--- src/rtl/insertion_sorter_unit_macros.svh ---
// assertion macros for the insertion sorter
`ifndef INSERTION_SORTER_UNIT_MACROS_SVH
`define INSERTION_SORTER_UNIT_MACROS_SVH

// implication checked on every clock edge out of reset
`define INS_SORT_ASSERT_IMP(label, ante, cons, msg) \
  label: assert property (@(posedge clk) disable iff (!rst_n) (ante) |-> (cons)) \
    else $error(msg);

// non-overlapping implication, checked out of reset
`define INS_SORT_ASSERT_NXT(label, ante, cons, msg) \
  label: assert property (@(posedge clk) disable iff (!rst_n) (ante) |=> (cons)) \
    else $error(msg);

`endif

--- src/rtl/ins_sort_pkg.sv ---
// shared types and constants of the insertion sorter
package ins_sort_pkg;

  localparam int CAPACITY = 32;
  localparam int VAL_W    = 32;

  typedef struct packed {
    logic                    vld;
    logic signed [VAL_W-1:0] val;
  } cell_data_t;

  typedef struct packed {
    logic                    ins;
    logic                    drain;
    logic signed [VAL_W-1:0] val;
  } cell_ctl_t;

endpackage

--- src/rtl/ins_sort_if.sv ---
// word channels of the insertion sorter
interface ins_sort_in_if import ins_sort_pkg::*; ();
  logic                    valid;
  logic                    ready;
  logic signed [VAL_W-1:0] value;
  logic                    last;

  modport source (output valid, output value, output last, input ready);
  modport sink   (input valid, input value, input last, output ready);
endinterface

interface ins_sort_out_if import ins_sort_pkg::*; ();
  logic                    valid;
  logic                    ready;
  logic signed [VAL_W-1:0] sorted_value;
  logic                    last_res;
  logic                    overflow;

  modport source (output valid, output sorted_value, output last_res, output overflow,
                  input ready);
  modport sink   (input valid, input sorted_value, input last_res, input overflow,
                  output ready);
endinterface

--- src/rtl/insertion_sorter_unit.sv ---
// insertion sorter: chain of compare-and-shift cells with a drain phase
// in_ch takes one signed word per cycle with a flag on the final word of a set.
// each word is broadcast to every cell and lands ahead of the first entry
// greater than or equal to it, the entries behind it shifting along the chain.
// words arriving with all CAPACITY cells full are dropped and flag the set.
// after the final word the chain shifts towards cell 0 and out_ch presents
// one sorted word per cycle, ascending, the greatest one marked by last_res,
// every word of the set carrying overflow if anything was dropped.
// the first result is shown the cycle after the final word is taken.
// a set of n words yields min(n, CAPACITY) sorted words.
// in_ch.ready is low while the chain drains; a stall on out_ch holds the
// chain and the presented word unchanged.
// reset synchronously empties every cell and clears the drain and overflow state.
`include "insertion_sorter_unit_macros.svh"

module insertion_sorter_unit import ins_sort_pkg::*; (
  input  logic            clk,
  input  logic            rst_n,
  ins_sort_in_if.sink     in_ch,
  ins_sort_out_if.source  out_ch
);

  cell_ctl_t  ctl;
  cell_data_t cdat [CAPACITY];
  logic       cge  [CAPACITY];

  logic drain_r, drain_nxt;
  logic ovf_r, ovf_nxt;
  logic in_acc, out_acc, full;

  assign full    = cdat[CAPACITY-1].vld;
  assign in_acc  = in_ch.valid && in_ch.ready;
  assign out_acc = out_ch.valid && out_ch.ready;

  assign ctl.ins   = in_acc && !full;
  assign ctl.drain = out_acc;
  assign ctl.val   = in_ch.value;

  assign in_ch.ready         = !drain_r;
  assign out_ch.valid        = drain_r;
  assign out_ch.sorted_value = cdat[0].val;
  assign out_ch.last_res     = !cdat[1].vld;
  assign out_ch.overflow     = ovf_r;

  for (genvar i = 0; i < CAPACITY; i++) begin : g_cell
    cell_data_t ldat, rdat;
    logic       lge;
    if (i == 0) begin : g_head
      assign ldat = '0;
      assign lge  = 1'b0;
    end else begin : g_body
      assign ldat = cdat[i-1];
      assign lge  = cge[i-1];
    end
    if (i == CAPACITY - 1) begin : g_tail
      assign rdat = '0;
    end else begin : g_mid
      assign rdat = cdat[i+1];
    end
    ins_sort_cell u_cell (
      .clk       (clk),
      .rst_n     (rst_n),
      .ctl       (ctl),
      .left_dat  (ldat),
      .left_ge   (lge),
      .right_dat (rdat),
      .dat       (cdat[i]),
      .ge        (cge[i])
    );
  end

  always_comb begin
    drain_nxt = drain_r;
    ovf_nxt   = ovf_r;
    if (in_acc) begin
      ovf_nxt = ovf_r || full;
      if (in_ch.last) begin
        drain_nxt = 1'b1;
      end
    end
    if (out_acc && out_ch.last_res) begin
      drain_nxt = 1'b0;
      ovf_nxt   = 1'b0;
    end
  end

  always_ff @(posedge clk) begin
    if (!rst_n) begin
      drain_r <= 1'b0;
      ovf_r   <= 1'b0;
    end else begin
      drain_r <= drain_nxt;
      ovf_r   <= ovf_nxt;
    end
  end

  `INS_SORT_ASSERT_IMP(a_drain_has_word, drain_r, cdat[0].vld,
                       "drain with empty head cell")
  `INS_SORT_ASSERT_NXT(a_end_empties, out_acc && out_ch.last_res,
                       !drain_r && !cdat[0].vld && !ovf_r,
                       "chain not empty after final word")
  `INS_SORT_ASSERT_NXT(a_insert_fills, ctl.ins, cdat[0].vld,
                       "insert left head cell empty")

endmodule

--- src/rtl/ins_sort_cell.sv ---
// one compare-and-shift cell of the sorting chain
module ins_sort_cell import ins_sort_pkg::*; (
  input  logic       clk,
  input  logic       rst_n,
  input  cell_ctl_t  ctl,
  input  cell_data_t left_dat,
  input  logic       left_ge,
  input  cell_data_t right_dat,
  output cell_data_t dat,
  output logic       ge
);

  logic                    vld_r, vld_nxt;
  logic signed [VAL_W-1:0] val_r, val_nxt;

  // empty cells count as greater so the flag is monotone along the chain
  assign ge  = !vld_r || ($signed(val_r) >= $signed(ctl.val));
  assign dat = '{vld: vld_r, val: val_r};

  always_comb begin
    priority if (ctl.drain) begin
      vld_nxt = right_dat.vld;
      val_nxt = right_dat.val;
    end else if (ctl.ins && ge) begin
      if (left_ge) begin
        vld_nxt = left_dat.vld;
        val_nxt = left_dat.val;
      end else begin
        vld_nxt = 1'b1;
        val_nxt = ctl.val;
      end
    end else begin
      vld_nxt = vld_r;
      val_nxt = val_r;
    end
  end

  always_ff @(posedge clk) begin
    if (!rst_n) begin
      vld_r <= 1'b0;
    end else begin
      vld_r <= vld_nxt;
    end
    val_r <= val_nxt;
  end

endmodule
--- src/flat_wrapper.sv ---
// flat-port wrapper written by rule: the top's interface ports become plain ports
module insertion_sorter_unit_flat import ins_sort_pkg::*;
  (clk, rst_n, in_ch_valid, in_ch_value, in_ch_last, in_ch_ready, out_ch_valid, out_ch_sorted_value, out_ch_last_res, out_ch_overflow, out_ch_ready);
  ins_sort_in_if in_ch_i ();
  ins_sort_out_if out_ch_i ();
  input  logic clk;
  input  logic rst_n;
  input wire logic [$bits(in_ch_i.valid)-1:0] in_ch_valid;
  input wire logic [$bits(in_ch_i.value)-1:0] in_ch_value;
  input wire logic [$bits(in_ch_i.last)-1:0] in_ch_last;
  output wire logic [$bits(in_ch_i.ready)-1:0] in_ch_ready;
  output wire logic [$bits(out_ch_i.valid)-1:0] out_ch_valid;
  output wire logic [$bits(out_ch_i.sorted_value)-1:0] out_ch_sorted_value;
  output wire logic [$bits(out_ch_i.last_res)-1:0] out_ch_last_res;
  output wire logic [$bits(out_ch_i.overflow)-1:0] out_ch_overflow;
  input wire logic [$bits(out_ch_i.ready)-1:0] out_ch_ready;
  assign in_ch_i.valid = in_ch_valid;
  assign in_ch_i.value = in_ch_value;
  assign in_ch_i.last = in_ch_last;
  assign in_ch_ready = in_ch_i.ready;
  assign out_ch_valid = out_ch_i.valid;
  assign out_ch_sorted_value = out_ch_i.sorted_value;
  assign out_ch_last_res = out_ch_i.last_res;
  assign out_ch_overflow = out_ch_i.overflow;
  assign out_ch_i.ready = out_ch_ready;
  insertion_sorter_unit u_core (.clk(clk), .rst_n(rst_n), .in_ch(in_ch_i), .out_ch(out_ch_i));
endmodule
--- config.mk ---
export PLATFORM = sky130hd
export DESIGN_NAME = insertion_sorter_unit_flat
export DESIGN_NICKNAME = d
export VERILOG_FILES = /design/src/rtl/ins_sort_pkg.sv /design/src/rtl/ins_sort_if.sv /design/src/rtl/insertion_sorter_unit.sv /design/src/rtl/ins_sort_cell.sv /design/src/flat_wrapper.sv
export VERILOG_INCLUDE_DIRS = /design/src /design/src/rtl
export SDC_FILE = /design/constraint.sdc
export NUM_CORES = 2
export LEC_CHECK = 0
export BUFFER_PORTS_ARGS = -buffer_cell sky130_fd_sc_hd__buf_2
export CORE_AREA = 2 2 526 528
export DETAILED_ROUTE_END_ITERATION = 6
export DIE_AREA = 0 0 528 530
export HOLD_SLACK_MARGIN = 0.02
export PLACE_DENSITY_LB_ADDON = 0.25
export SETUP_SLACK_MARGIN = 0.5
export SLEW_MARGIN = 10
export SYNTH_ARGS = -nofsm -noshare
export SYNTH_HDL_FRONTEND = slang
export SYNTH_HIERARCHICAL = 1
export SYNTH_SLANG_ARGS = --single-unit
export TNS_END_PERCENT = 100
--- constraint.sdc ---
create_clock -name clk -period 5.3 [get_ports clk]
set_input_delay 0.795 -clock clk [delete_from_list [all_inputs] [get_ports clk]]
set_output_delay 0.795 -clock clk [all_outputs]
set_load 0.01 [all_outputs]
### After elaboration in Yosys (flattened, before gate mapping)

Cells that the tools add are included.

* flip-flop bits (word level): 1058
* bits of input ports: 37
* output and inout port bits: 36
* logic and storage cells: 421

* order comparisons: 32
* multiplexer cells: 186
* bitwise logic cells: 1
* reductions and logical operators: 136

Operator list (count)
* 32-bit 2-to-1 mux: 93
* 32-bit >= comparator: 32
* 1-bit 2-to-1 mux: 93
* 2-bit nonzero test: 31
* 1-bit logical AND: 36
* 1-bit logical NOT: 33
* 1-bit logical OR: 33
* 2-bit OR reduction: 2
* 2-bit AND reduction: 1
* 1-bit inverter: 1

### Logic depth before layout (Yosys ltp)

* depth after elaboration: 6
* depth in mapped cells: 13
* depth with buffers taken out: 12

### By module

The synthesis kept the hierarchy.

By module, submodules not included
* ins_sort_cell: times used 32, cells each 272, area each 2552.4 µm², seq. area each 980.9 µm²
* insertion_sorter_unit: times used 1, cells each 13, area each 102.6 µm², seq. area each 40.0 µm²

### Worst setup path after synthesis

Ideal clock, no wire load.

* path type: input port to flip-flop
* from: input out_ch_ready
* to: register u_core.g_cell[0].u_cell.val_r[0] (enable)
* library setup time: 0.349 ns
* arrival time: 3.061 ns
* data required time: 4.951 ns
* setup slack: 1.891 ns
* stages on the path: 3
* path buffers: 0
* cell sequence: and2_2 > or2_2 > o221a_4

* word-level cells in the longest chain between the ends: 2

RTL lines
* start: declaration: RTL line flat_wrapper.sv:16 `input wire logic [$bits(out_ch_i.ready)-1:0] out_ch_ready;`
* 1-bit logical AND: RTL line insertion_sorter_unit.sv:33 `assign out_acc = out_ch.valid && out_ch.ready;`
* 2-bit nonzero test (no line)
* end signal: assignment: RTL line ins_sort_cell.sv:44 `val_r <= val_nxt;`
* end: declaration: RTL line ins_sort_cell.sv:14 `logic signed [VAL_W-1:0] val_r, val_nxt;`

Every way passes these cells.
A chain may end at the register's enable or synchronous reset.

==> run summary <==
Worst slew margin: 36.4%
Post-layout util: 33.6%
Crit start category: primary input
Fin cells: 12500
Max-slew violations: 0
Crit share post-route: 72.2%
Commonest non-fill, non-tap cells in the layout: nand2_1 (1375), o21ai_0 (1183), inv_1 (1058), mux2i_1 (1056)
GRT Overall Usage: 17.7%
Drt pass-1 iters: 6
Post-CTS setup buffer count: 0
HPWL Detailed: 191000 µm
Core area: 275000 µm²
VDD IR max: 338 µV
GRT Residual Overflow: 0
FILL cells: 28000
Failing checks: antenna rules
Clock slew at reported path FFs: 0.06 ns
DP Area: 87800 µm²
Max-cap violations: 0
Initial core utilization: 29.8%
Routed WL per cell: 20.3 µm
Die height: 530 µm
Die area: 280000 µm²
Drt drc: 0
Via Count: 65600
PwrDens: 296 nW/µm²
CTS H-tree depth: 4
# setup viols final: 0
Syn-to-layout area delta: 13.0%
Vias per inst: 5.24
Syn. warnings: 6
Fin. Hold Viols: 0
Largest net degree at the start of global routing: 109
Clock buffer depth: 3
RSZ-0062 raised after global routing: false
CP Data Required Time: 6.01 ns
Setup CP Type: primary input to flip-flop
Post-DRT Antenna Nets: 1
Detailed Route Iter0 Violations: 4261
Avg Cell Area, Syn: 9.38 µm²
Post-CTS Resized: 0
Register Area: 31400 µm²
Worst-Skew Late Latency: 0.80 ns
IO buf count: 72
Mapped cell area: 81800 µm²
Multi-input logic area: 45100 µm²
Worst-path fanout max: 28
Hold buffers post-CTS: 0
FMAX: 261 MHz
Status: complete, but fails checks
Core Rows: 193
Most common cell after layout, fill and taps aside: nand2_1
Crit path time final: 3.83 ns
Lkg Pwr: 43.4 nW
TritonCTS clock tree: yes
Worst Hold Class: primary input to flip-flop
Hold slack: 0.265 ns
Arrival time worst endpoint: 4.53 ns
DRT Wirelength: 255000 µm
Fin area: 92400 µm²
Crit end category: flip-flop
IO Pins: 73
Proportion of layout cells with a drive suffix above 1: 7.10%
CTS buffer count: 140
First-pass GRT wire length: 392000 µm
Clk_skew: 0.0330 ns
Placed cell count: 12300
Initial antenna violation count: 2
Final TNS setup: 0 ns
Final #Nets: 9868
Final GP Congestion: 0.831
Vias in the first global route: 67300
CTS Root Cell: clkbuf_16
Die span in x: 528 µm
# clock sinks: 1058
Syn Inst Count: 8713
Slew @ Worst Pin: 0.955 ns
## report_power, final
part	switching (mW)	internal (mW)	leakage [nW]	total [mW]
Sequential	1.22	10.7	10.3	11.9
Clock	3.93	5.84	2.25	9.76
Combinational	3.39	2.27	30.9	5.66
## through the flow
| stage | setup WS (ns) | power, mW |
|---|---|---|
| after global placement | 0.778 | 17.3 |
| final | 1.47 | 27.3 |
| after CTS | 1.51 | 27.6 |
| after detailed placement | 0.651 | 17.7 |
| after global routing | 1.26 | 28.7 |
| after floorplan | 1.89 | 15.3 |
## sequential cells by signal, summed over array words and instances (netlist names)
register and cells:
u_core/out_ch.overflow 1, u_core/g_cell.u_cell/vld_r 32, u_core/out_ch.valid 1, u_core/g_cell.u_cell/val_r 1024
## layer usage
metal | GRT usage, % | up-vias | routed length [µm] | share of wire, %
li1 | - | 31400 | - | -
met1 | 21.8 | 32300 | 110000 | 43
met2 | 31.9 | 1449 | 128000 | 50
met3 | 1.92 | 448 | 9930 | 3.9
met4 | 5.62 | 0 | 6910 | 2.7
met5 | 0 | - | 0 | 0
## path summary, 6_finish.rpt
path	start	endpoint	slack, ns	cells past startpoint
setup / recovery	in_ch_value[16]	u_core/g_cell[21].u_cell/vld_r	1.47	14
hold / removal	out_ch_ready	u_core/out_ch.overflow	0.26	2
setup reg to reg	u_core/g_cell[20].u_cell/val_r[27]	u_core/g_cell[21].u_cell/vld_r	1.51	11
hold reg to reg	u_core/g_cell[0].u_cell/vld_r	u_core/g_cell[0].u_cell/vld_r	0.48	2
## cell type report
cell class	instances	share of cell area (%)
Inverter	1059	4.30
Clock inverter	71	0.826
Multi-Input combinational cell	6278	48.8
Clock buffer	184	4.16
Timing Repair Buffer	270	2.98
Tap cell	3607	4.89
Sequential cell	1058	34.0
Antenna cell	6	0.0163
## critical path, cell delays in order
cell,delay (ns)
buf_4,0.38
buf_12,0.27
inv_1,0.07
ha_1,0.28
nand4_1,0.09
nor4_1,0.74
o41a_1,0.36
or3_1,0.15
nand3_2,0.43
buf_4,0.43
nor2b_1,0.17
o21ai_0,0.14
nand2_1,0.07
mux2i_1,0.15
Note: power is estimated with default switching activity, not from simulation.
